<file path="src/rtl/cfa_pkg.sv">
// shared types, codes and defaults for the contiguous fit allocator
package cfa_pkg;

   // default sizing
   localparam int MEM_UNITS_DEF = 256;
   localparam int ID_BITS_DEF   = 8;

   // fixed field widths
   localparam int SIZE_W   = 9;
   localparam int ID_FLD_W = 8;
   localparam int UNIT_W   = 8;
   localparam int FREED_W  = 9;
   localparam int MSIZE_W  = 9;

   // memory_size after reset
   localparam logic [MSIZE_W-1:0] MSIZE_RESET = 9'd256;

   // request kinds
   localparam logic MODE_ALLOC   = 1'b0;
   localparam logic MODE_RELEASE = 1'b1;

   // placement policies
   typedef enum logic [1:0] {
      POL_FIRST   = 2'd0,
      POL_BEST    = 2'd1,
      POL_WORST   = 2'd2,
      POL_INVALID = 2'd3
   } policy_type;

   // response status codes
   typedef enum logic [1:0] {
      ST_OK      = 2'd0,
      ST_NOFIT   = 2'd1,
      ST_POLICY  = 2'd2,
      ST_NO_IDS  = 2'd3
   } status_type;

   // control handed to the hole compare unit
   typedef struct packed {
      policy_type policy;
      logic       found;
   } fit_ctl_type;

endpackage

</file>
<file path="src/rtl/cfa_ram.sv">
// generic simple dual-port ram with registered read
module cfa_ram #(
   parameter int WIDTH = 8,
   parameter int DEPTH = 256
) (
   input  logic                     clock,
   input  logic                     wr_en,
   input  logic [$clog2(DEPTH)-1:0] wr_addr,
   input  logic [WIDTH-1:0]         wr_data,
   input  logic [$clog2(DEPTH)-1:0] rd_addr,
   output logic [WIDTH-1:0]         rd_data
);

   logic [WIDTH-1:0] mem_ff [DEPTH];
   logic [WIDTH-1:0] rd_data_ff;

   // write port and registered read port
   always_ff @(posedge clock) begin
      if (wr_en) begin
         mem_ff[wr_addr] <= wr_data;
      end
      rd_data_ff <= mem_ff[rd_addr];
   end

   assign rd_data = rd_data_ff;

endmodule

</file>
<file path="src/rtl/cfa_fit_unit.sv">
// hole compare unit: decides whether a closed free run becomes the new candidate
module cfa_fit_unit
   import cfa_pkg::*;
#(
   parameter int LEN_W = 9
) (
   input  fit_ctl_type      ctl,
   input  logic [LEN_W-1:0] run_len,
   input  logic [LEN_W-1:0] best_len,
   input  logic [LEN_W-1:0] req_size,
   output logic             take
);

   logic fits;

   assign fits = (run_len >= req_size);

   // policy selection, ties keep the earlier run
   always_comb begin
      case (ctl.policy)
         POL_FIRST: take = fits && !ctl.found;
         POL_BEST:  take = fits && (!ctl.found || (run_len < best_len));
         default:   take = !ctl.found || (run_len > best_len);
      endcase
   end

endmodule

</file>
<file path="src/rtl/contiguous_fit_allocator_unit.sv">
// top level: owner map, scan sequencer and response register of the fit allocator
//
// Keeps an owner id per memory unit (0 = free) in a ram and serves one request at
// a time. After reset a clearing pass writes zero to all MEM_UNITS entries, one a
// cycle, before the first request is taken (csr writes are taken throughout). An
// allocate request walks the managed units through the ram read port once, one unit
// per cycle, feeding each closed free run to the hole compare unit; it then marks
// the granted units one per cycle. The managed units number min(memory_size,
// MEM_UNITS). A release walks the units once, clearing matches through the write
// port. Invalid policy or exhausted ids are answered without a walk. The response
// sits in an output register, so a new request is taken while the previous
// response waits.
module contiguous_fit_allocator_unit
   import cfa_pkg::*;
#(
   parameter int MEM_UNITS = MEM_UNITS_DEF,
   parameter int ID_BITS   = ID_BITS_DEF
) (
   input  logic                 clock,
   input  logic                 reset,
   // request channel
   input  logic                 req_valid,
   output logic                 req_stall,
   input  logic                 req_mode,
   input  logic [SIZE_W-1:0]    req_request_size,
   input  logic [1:0]           req_policy,
   input  logic [ID_FLD_W-1:0]  req_release_id,
   // response channel
   output logic                 rsp_valid,
   input  logic                 rsp_stall,
   output logic [1:0]           rsp_status,
   output logic [UNIT_W-1:0]    rsp_start_unit,
   output logic [ID_FLD_W-1:0]  rsp_owner_id,
   output logic [FREED_W-1:0]   rsp_freed_units,
   // configuration
   input  logic                 csr_wr_en,
   input  logic [MSIZE_W-1:0]   csr_wr_data
);

   localparam int AW    = $clog2(MEM_UNITS);
   localparam int CNT_W = $clog2(MEM_UNITS + 1);
   localparam int LEN_W = (CNT_W > SIZE_W) ? CNT_W : SIZE_W;
   localparam int OW    = (ID_BITS > ID_FLD_W) ? ID_BITS : ID_FLD_W;
   localparam int SW    = (CNT_W > UNIT_W) ? CNT_W : UNIT_W;

   typedef enum logic [6:0] {
      S_CLEAR   = 7'b0000001,
      S_IDLE    = 7'b0000010,
      S_SCAN    = 7'b0000100,
      S_DECIDE  = 7'b0001000,
      S_MARK    = 7'b0010000,
      S_RELEASE = 7'b0100000,
      S_FINISH  = 7'b1000000
   } state_type;

   // registers and next values
   state_type            state_ff, state_in;
   logic [CNT_W-1:0]     cnt_ff, cnt_in;
   logic                 iss_ff, iss_in;
   logic                 p_valid_ff, p_valid_in;
   logic [CNT_W-1:0]     p_pos_ff, p_pos_in;
   logic [CNT_W-1:0]     units_ff, units_in;
   logic                 mode_ff, mode_in;
   logic [SIZE_W-1:0]    size_ff, size_in;
   policy_type           policy_ff, policy_in;
   logic [ID_FLD_W-1:0]  rel_ff, rel_in;
   logic [ID_BITS-1:0]   next_id_ff, next_id_in;
   logic [CNT_W-1:0]     run_len_ff, run_len_in;
   logic [CNT_W-1:0]     run_start_ff, run_start_in;
   logic                 found_ff, found_in;
   logic [CNT_W-1:0]     best_len_ff, best_len_in;
   logic [CNT_W-1:0]     best_start_ff, best_start_in;
   logic [SIZE_W-1:0]    left_ff, left_in;
   status_type           status_ff, status_in;
   logic                 grant_ff, grant_in;
   logic [CNT_W-1:0]     freed_ff, freed_in;
   logic [MSIZE_W-1:0]   msize_ff, msize_in;
   logic                 rsp_valid_ff, rsp_valid_in;
   logic [1:0]           rsp_status_ff, rsp_status_in;
   logic [UNIT_W-1:0]    rsp_start_ff, rsp_start_in;
   logic [ID_FLD_W-1:0]  rsp_owner_ff, rsp_owner_in;
   logic [FREED_W-1:0]   rsp_freed_ff, rsp_freed_in;

   // ram ports
   logic                 ram_we;
   logic [AW-1:0]        ram_waddr;
   logic [ID_BITS-1:0]   ram_wdata;
   logic [ID_BITS-1:0]   ram_rdata;

   // helpers
   logic                 req_accept;
   logic                 slot_free;
   logic [LEN_W-1:0]     msize_ext;
   logic [LEN_W-1:0]     units_cur;
   logic                 p_inrange;
   logic                 p_free;
   logic                 p_match;
   logic                 p_close;
   logic [LEN_W-1:0]     size_ext;
   logic                 take;
   fit_ctl_type          fit_ctl;
   logic [OW-1:0]        id_ext;
   logic [SW-1:0]        start_ext;
   logic [LEN_W-1:0]     freed_ext;

   cfa_ram #(
      .WIDTH (ID_BITS),
      .DEPTH (MEM_UNITS)
   ) u_owner_map (
      .clock   (clock),
      .wr_en   (ram_we),
      .wr_addr (ram_waddr),
      .wr_data (ram_wdata),
      .rd_addr (cnt_ff[AW-1:0]),
      .rd_data (ram_rdata)
   );

   // managed unit count
   assign msize_ext = LEN_W'(msize_ff);
   assign units_cur = (msize_ext < LEN_W'(MEM_UNITS)) ? msize_ext : LEN_W'(MEM_UNITS);

   // handshake
   assign req_stall  = (state_ff != S_IDLE);
   assign req_accept = req_valid && !req_stall;
   assign slot_free  = !rsp_valid_ff || !rsp_stall;

   // unit coming back from the ram
   assign p_inrange = (p_pos_ff < units_ff);
   assign p_free    = p_inrange && (ram_rdata == '0);
   assign p_match   = p_inrange && (rel_ff != '0) && (OW'(ram_rdata) == OW'(rel_ff));
   assign p_close   = p_valid_ff && (p_pos_ff == units_ff);

   // hole compare unit
   assign size_ext       = LEN_W'(size_ff);
   assign fit_ctl.policy = policy_ff;
   assign fit_ctl.found  = found_ff;

   cfa_fit_unit #(
      .LEN_W (LEN_W)
   ) u_fit (
      .ctl      (fit_ctl),
      .run_len  (LEN_W'(run_len_ff)),
      .best_len (LEN_W'(best_len_ff)),
      .req_size (size_ext),
      .take     (take)
   );

   // response field shaping
   assign id_ext    = OW'(next_id_ff);
   assign start_ext = SW'(best_start_ff);
   assign freed_ext = LEN_W'(freed_ff);

   // ram write port selection
   always_comb begin
      ram_we    = 1'b0;
      ram_waddr = cnt_ff[AW-1:0];
      ram_wdata = '0;
      case (state_ff)
         S_CLEAR: begin
            ram_we = 1'b1;
         end
         S_RELEASE: begin
            ram_we    = p_valid_ff && p_match;
            ram_waddr = p_pos_ff[AW-1:0];
         end
         S_MARK: begin
            ram_we    = (left_ff != '0);
            ram_wdata = next_id_ff;
         end
         default: begin
            ram_we = 1'b0;
         end
      endcase
   end

   // sequencer
   always_comb begin
      state_in      = state_ff;
      cnt_in        = cnt_ff;
      iss_in        = 1'b0;
      p_valid_in    = 1'b0;
      p_pos_in      = cnt_ff;
      units_in      = units_ff;
      mode_in       = mode_ff;
      size_in       = size_ff;
      policy_in     = policy_ff;
      rel_in        = rel_ff;
      next_id_in    = next_id_ff;
      run_len_in    = run_len_ff;
      run_start_in  = run_start_ff;
      found_in      = found_ff;
      best_len_in   = best_len_ff;
      best_start_in = best_start_ff;
      left_in       = left_ff;
      status_in     = status_ff;
      grant_in      = grant_ff;
      freed_in      = freed_ff;
      msize_in      = csr_wr_en ? csr_wr_data : msize_ff;
      rsp_valid_in  = rsp_valid_ff && rsp_stall;
      rsp_status_in = rsp_status_ff;
      rsp_start_in  = rsp_start_ff;
      rsp_owner_in  = rsp_owner_ff;
      rsp_freed_in  = rsp_freed_ff;

      // read issue shared by scan and release
      if ((state_ff == S_SCAN) || (state_ff == S_RELEASE)) begin
         if (iss_ff) begin
            p_valid_in = 1'b1;
            p_pos_in   = cnt_ff;
            if (cnt_ff == units_ff) begin
               iss_in = 1'b0;
            end else begin
               iss_in = 1'b1;
               cnt_in = cnt_ff + 1'b1;
            end
         end
      end

      case (state_ff)
         // zero the owner map after reset
         S_CLEAR: begin
            if (cnt_ff == CNT_W'(MEM_UNITS - 1)) begin
               state_in = S_IDLE;
               cnt_in   = '0;
            end else begin
               cnt_in = cnt_ff + 1'b1;
            end
         end

         // take a request
         S_IDLE: begin
            if (req_accept) begin
               mode_in       = req_mode;
               size_in       = req_request_size;
               policy_in     = policy_type'(req_policy);
               rel_in        = req_release_id;
               units_in      = units_cur[CNT_W-1:0];
               cnt_in        = '0;
               status_in     = ST_OK;
               grant_in      = 1'b0;
               freed_in      = '0;
               run_len_in    = '0;
               run_start_in  = '0;
               found_in      = 1'b0;
               best_len_in   = '0;
               best_start_in = '0;
               if (req_mode == MODE_RELEASE) begin
                  state_in = S_RELEASE;
                  iss_in   = 1'b1;
               end else if (policy_type'(req_policy) == POL_INVALID) begin
                  status_in = ST_POLICY;
                  state_in  = S_FINISH;
               end else if (&next_id_ff) begin
                  status_in = ST_NO_IDS;
                  state_in  = S_FINISH;
               end else begin
                  next_id_in = next_id_ff + 1'b1;
                  state_in   = S_SCAN;
                  iss_in     = 1'b1;
               end
            end
         end

         // walk the units and track free runs
         S_SCAN: begin
            if (p_valid_ff) begin
               if (p_free) begin
                  if (run_len_ff == '0) begin
                     run_start_in = p_pos_ff;
                  end
                  run_len_in = run_len_ff + 1'b1;
               end else begin
                  if ((run_len_ff != '0) && take) begin
                     found_in      = 1'b1;
                     best_len_in   = run_len_ff;
                     best_start_in = run_start_ff;
                  end
                  run_len_in = '0;
               end
               if (p_close) begin
                  state_in = S_DECIDE;
               end
            end
         end

         // grant or refuse
         S_DECIDE: begin
            if (found_ff && (LEN_W'(best_len_ff) >= size_ext)) begin
               grant_in = 1'b1;
               cnt_in   = best_start_ff;
               left_in  = size_ff;
               state_in = S_MARK;
            end else begin
               status_in = ST_NOFIT;
               state_in  = S_FINISH;
            end
         end

         // write the new owner over the granted units
         S_MARK: begin
            if (left_ff != '0) begin
               cnt_in  = cnt_ff + 1'b1;
               left_in = left_ff - 1'b1;
            end else begin
               state_in = S_FINISH;
            end
         end

         // free the owner's units
         S_RELEASE: begin
            if (p_valid_ff) begin
               if (p_match) begin
                  freed_in = freed_ff + 1'b1;
               end
               if (p_close) begin
                  state_in = S_FINISH;
               end
            end
         end

         // load the response register once it is free
         S_FINISH: begin
            if (slot_free) begin
               rsp_valid_in  = 1'b1;
               rsp_status_in = status_ff;
               rsp_start_in  = grant_ff ? start_ext[UNIT_W-1:0] : '0;
               rsp_owner_in  = grant_ff ? id_ext[ID_FLD_W-1:0] : '0;
               rsp_freed_in  = (mode_ff == MODE_RELEASE) ? freed_ext[FREED_W-1:0] : '0;
               state_in      = S_IDLE;
               cnt_in        = '0;
            end
         end

         default: begin
            state_in = S_IDLE;
         end
      endcase
   end

   // control registers
   always_ff @(posedge clock) begin
      if (reset) begin
         state_ff     <= S_CLEAR;
         cnt_ff       <= '0;
         iss_ff       <= 1'b0;
         p_valid_ff   <= 1'b0;
         next_id_ff   <= '0;
         msize_ff     <= MSIZE_RESET;
         rsp_valid_ff <= 1'b0;
      end else begin
         state_ff     <= state_in;
         cnt_ff       <= cnt_in;
         iss_ff       <= iss_in;
         p_valid_ff   <= p_valid_in;
         next_id_ff   <= next_id_in;
         msize_ff     <= msize_in;
         rsp_valid_ff <= rsp_valid_in;
      end
   end

   // payload registers
   always_ff @(posedge clock) begin
      p_pos_ff      <= p_pos_in;
      units_ff      <= units_in;
      mode_ff       <= mode_in;
      size_ff       <= size_in;
      policy_ff     <= policy_in;
      rel_ff        <= rel_in;
      run_len_ff    <= run_len_in;
      run_start_ff  <= run_start_in;
      found_ff      <= found_in;
      best_len_ff   <= best_len_in;
      best_start_ff <= best_start_in;
      left_ff       <= left_in;
      status_ff     <= status_in;
      grant_ff      <= grant_in;
      freed_ff      <= freed_in;
      rsp_status_ff <= rsp_status_in;
      rsp_start_ff  <= rsp_start_in;
      rsp_owner_ff  <= rsp_owner_in;
      rsp_freed_ff  <= rsp_freed_in;
   end

   // outputs
   assign rsp_valid       = rsp_valid_ff;
   assign rsp_status      = rsp_status_ff;
   assign rsp_start_unit  = rsp_start_ff;
   assign rsp_owner_id    = rsp_owner_ff;
   assign rsp_freed_units = rsp_freed_ff;

endmodule

</file>
<file path="config.mk">
export PLATFORM = sky130hd
export DESIGN_NAME = contiguous_fit_allocator_unit
export DESIGN_NICKNAME = d
export VERILOG_FILES = /design/src/rtl/cfa_pkg.sv /design/src/rtl/cfa_ram.sv /design/src/rtl/cfa_fit_unit.sv /design/src/rtl/contiguous_fit_allocator_unit.sv
export SDC_FILE = /design/constraint.sdc
export NUM_CORES = 2
export LEC_CHECK = 0
export ABC_AREA = 1
export BUFFER_PORTS_ARGS = -buffer_cell sky130_fd_sc_hd__buf_4
export CAP_MARGIN = 20
export CORE_MARGIN = 2
export CORE_UTILIZATION = 40
export CTS_CLUSTER_SIZE = 20
export DETAILED_ROUTE_END_ITERATION = 6
export HOLD_SLACK_MARGIN = 0.03
export RECOVER_POWER = 25
export SLEW_MARGIN = 15
export SYNTH_ARGS = -nofsm -noshare
export SYNTH_HDL_FRONTEND = slang
export SYNTH_SLANG_ARGS = --single-unit
</file>
<file path="constraint.sdc">
create_clock -name clock -period 7.8 [get_ports clock]
set_input_delay 1.95 -clock clock [delete_from_list [all_inputs] [get_ports clock]]
set_output_delay 1.95 -clock clock [all_outputs]
set_load 0.05 [all_outputs]
</file>
==> reports/results.tsv <==
metric	value	unit
Die Wd	481	µm
std cell rows	175	
Cell Pwr Density	321	nW/µm²
Post-CTS Setup Inserts	0	
clock group share of total power	32.5	%
grt total ovfl	0	
Maximum Capacitance Violations	19	
post-route ant nets	0	
number of synthesized register bits	2215	
Pint	21.4	mW
Hold Slack	0.412	ns
die area	232000	µm²
core area	227000	µm²
HP Class	register to register	
Final Instance Area	101000	µm²
Worst-Margin Slew	3.51	ns
Ys Warns	0	
port bufs	62	
Setup crit end kind	register	
vias per cell	5.51	
Worst-path clk slew	0.07	ns
syn nets	7987	
hold violation count in the final report	0	
CTS tree	yes	
maximum vdd ir drop	337	µV
dpl cells	10600	
Tot GR Track Use	21.6	%
setup repair after global routing missed its margin	no	
endpoints failing setup	0	
# clock sinks	2215	
hold buffers post-CTS	0	
Cell Area, Placed	94400	µm²
clk_skew	0.0437	ns
Leak Pwr	33.8	nW
Seq/Total Area, Yosys	72.4	%
Syn Area/Cell	11.5	µm²
pre-CTS setup slack	3.27	ns
fmax	166	MHz
Final WS setup	1.77	ns
Worst slew margin	-134	%
initial core utilization	40.1	%
WP data required	8.49	ns
P_sw	11.1	mW
CTS Root Cell	clkbuf_16	
Crit Path Class	register to register	
fin nets	7848	
Final Non-Filler Cells	11000	
Critical Path AT	6.72	ns
CTS H-tree depth	4	
sequential power share	40.8	%
crit-path max FO	141	
Worst-Skew Late Latency	0.87	ns
gpl congestion	0.903	
first-pass GRT wire length	376000	µm
drt initial violations	7302	
status	finished with violations	
Comb pwr share	26.7	%
failing checks	capacitance limit, slew limit	
total CTS buffers	222	
I/O pin cnt	63	
Post-Syn Area	91100	µm²
Design Power	32.5	mW
area delta synth->final	11.2	%
drt wl/cell	23.2	µm
initial antenna violation count	2	
post-synthesis cell count	7909	
drt pass-1 iters	6	
DP HPWL	144000	µm
vias in the first global route	58200	
drt drc	0	
Tmin final	6.03	ns
pin count of the biggest net entering global routing	242	
layout cells sized above 1	5.91	%
die extent in y	481	µm
Cell variety after synth	38	
post-CTS sizing	0	
fin util	44.6	%
TNS Setup	0	ns
CTS max path bufs	3	
Startpoint Class	register	
Detailed Route WL	254000	µm
DR vias	60400	
fin crit share	77.3	%
Pins Over Slew Limit	945	
sw frac	34.2	%
cell families (layout without fill, tap and decap cells):
| group | Yosys count | in the layout | synth area share [%] |
|---|---|---|---|
| other cells | 0 | 1 | 0 |
| xor+xnor | 31 | 31 | 0.298 |
| buf+inv | 684 | 734 | 2.93 |
| compound gates | 101 | 101 | 0.651 |
| simple gates | 4834 | 4834 | 23.1 |
| flops | 2215 | 2215 | 72.4 |
| fa+ha+maj | 44 | 44 | 0.604 |
power groups by stage:
stage               registers [mW]  logic (mW)  clock network (mW)
floorplan                     13.5        5.76                   0
global placement              13.5        8.51                   0
detailed placement            13.5        8.58                   0
CTS                           13.3        8.61                10.7
global route                  13.3        9.55                11.2
finish                        13.3        8.68                10.6
flip-flops by register name, indices dropped and copies added (netlist names), 7 cells and up:
| register | count |
|---|---|
| best_len_ff | 9 |
| u_owner_map.mem_ff | 2048 |
| state_ff | 7 |
| rsp_freed_units | 9 |
| size_ext | 9 |
| run_len_ff | 9 |
| run_start_ff | 9 |
| id_ext | 8 |
| left_ff | 9 |
| msize_ext | 9 |
| rsp_start_unit | 8 |
| rsp_owner_id | 8 |
| rel_ff | 8 |
| units_ff | 9 |
| freed_ext | 9 |
| u_owner_map.rd_data | 8 |
| best_start_ff | 9 |
| p_pos_ff | 9 |
| cnt_ff | 9 |
area by class of cell:
cell class              count  area, µm²
well taps                3009       3760
flip-flops and latches   2215      66000
fillers                 20600     126000
repair buffers            140       1140
multi-input cells        5010      22500
clock inverters           134       1390
inverters                 181        704
diodes                      1       2.50
clock buffers             279       5780
cell usage after synthesis:
master	instances	share of area, %
nand2_1	2279	9.4
edfxtp_1	2162	71
nand3_1	2066	11
clkbuf_1	389	1.6
nor2_1	387	1.6
inv_1	168	0.69
buf_2	68	0.37
dfxtp_1	53	1.2
a21oi_1	45	0.25
buf_1	44	0.18
ha_1	44	0.60
o21ai_0	37	0.20
nand4_1	22	0.15
xor2_1	18	0.17
nor3_1	15	0.082
nand3_2	14	0.15
xnor2_1	13	0.12
inv_2	10	0.041
nand2_2	10	0.069
nor2_2	10	0.069
nor2_4	8	0.099
nor4_1	6	0.041
and2_1	4	0.027
nand3b_1	4	0.033
nor3b_1	4	0.033
o21ai_2	4	0.038
o21ai_4	4	0.071
or2_2	4	0.027
clkinv_1	3	0.012
o21a_1	3	0.025
a211oi_1	2	0.016
buf_6	2	0.025
o211ai_1	2	0.016
a21boi_0	1	0.0082
a21o_1	1	0.0082
and3_1	1	0.0069
o22ai_1	1	0.0069
o32ai_1	1	0.0096
routing by layer:
metal	part of all wire (%)	vias up	routed length, µm	GRT usage, %
li1	-	27600	-	-
met3	8.0	461	20200	3.45
met5	0	-	0	0
met1	42	29600	106000	29.8
met2	47	2695	119000	34.7
met4	3.5	0	8770	7.39
critical path: stages (launching register included):
cell and delay, ns:
dfxtp_4 0.65, buf_12 0.45, clkbuf_1 2.54, xnor2_1 0.16, nand2_1 0.17, nor2_1 0.05
nand3_1 0.21, nand2_1 0.38, nand2_1 0.25, o21ai_0 0.14, nand2_1 0.09, nand2_1 0.05
a21oi_1 0.58
path summary, 6_finish.rpt:
| check | start | to | slack (ns) | cells past startpoint |
|---|---|---|---|---|
| setup / recovery | cnt_ff[1] | cnt_ff[5] | 1.77 | 12 |
| hold / removal | cnt_ff[8] | p_pos_ff[8] | 0.41 | 0 |
| setup reg to reg | cnt_ff[1] | cnt_ff[5] | 1.77 | 12 |
| hold reg to reg | cnt_ff[8] | p_pos_ff[8] | 0.41 | 0 |
placed cells by master (no fill, tap or decap), types with 5 or more instances in the layout:
cell / netlist / layout
nand2_1: 2279 / 2280
edfxtp_1: 2162 / 2162
nand3_1: 2066 / 2063
nor2_1: 387 / 389
clkbuf_16: 0 / 222
inv_1: 168 / 167
clkbuf_1: 389 / 107
clkinv_1: 3 / 49
dfxtp_1: 53 / 49
buf_4: 0 / 49
a21oi_1: 45 / 44
ha_1: 44 / 44
clkinv_2: 0 / 39
o21ai_0: 37 / 37
nand4_1: 22 / 22
bufinv_16: 0 / 22
buf_12: 0 / 21
xor2_1: 18 / 18
nor3_1: 15 / 15
xnor2_1: 13 / 13
nand3_2: 14 / 13
clkbuf_4: 0 / 13
nand2_2: 10 / 9
clkinvlp_4: 0 / 9
inv_2: 10 / 8
nor2_4: 8 / 8
nor2_2: 10 / 8
nor4_1: 6 / 6
clkinv_8: 0 / 6
inv_16: 0 / 5
(Power assumes the default switching activity.)
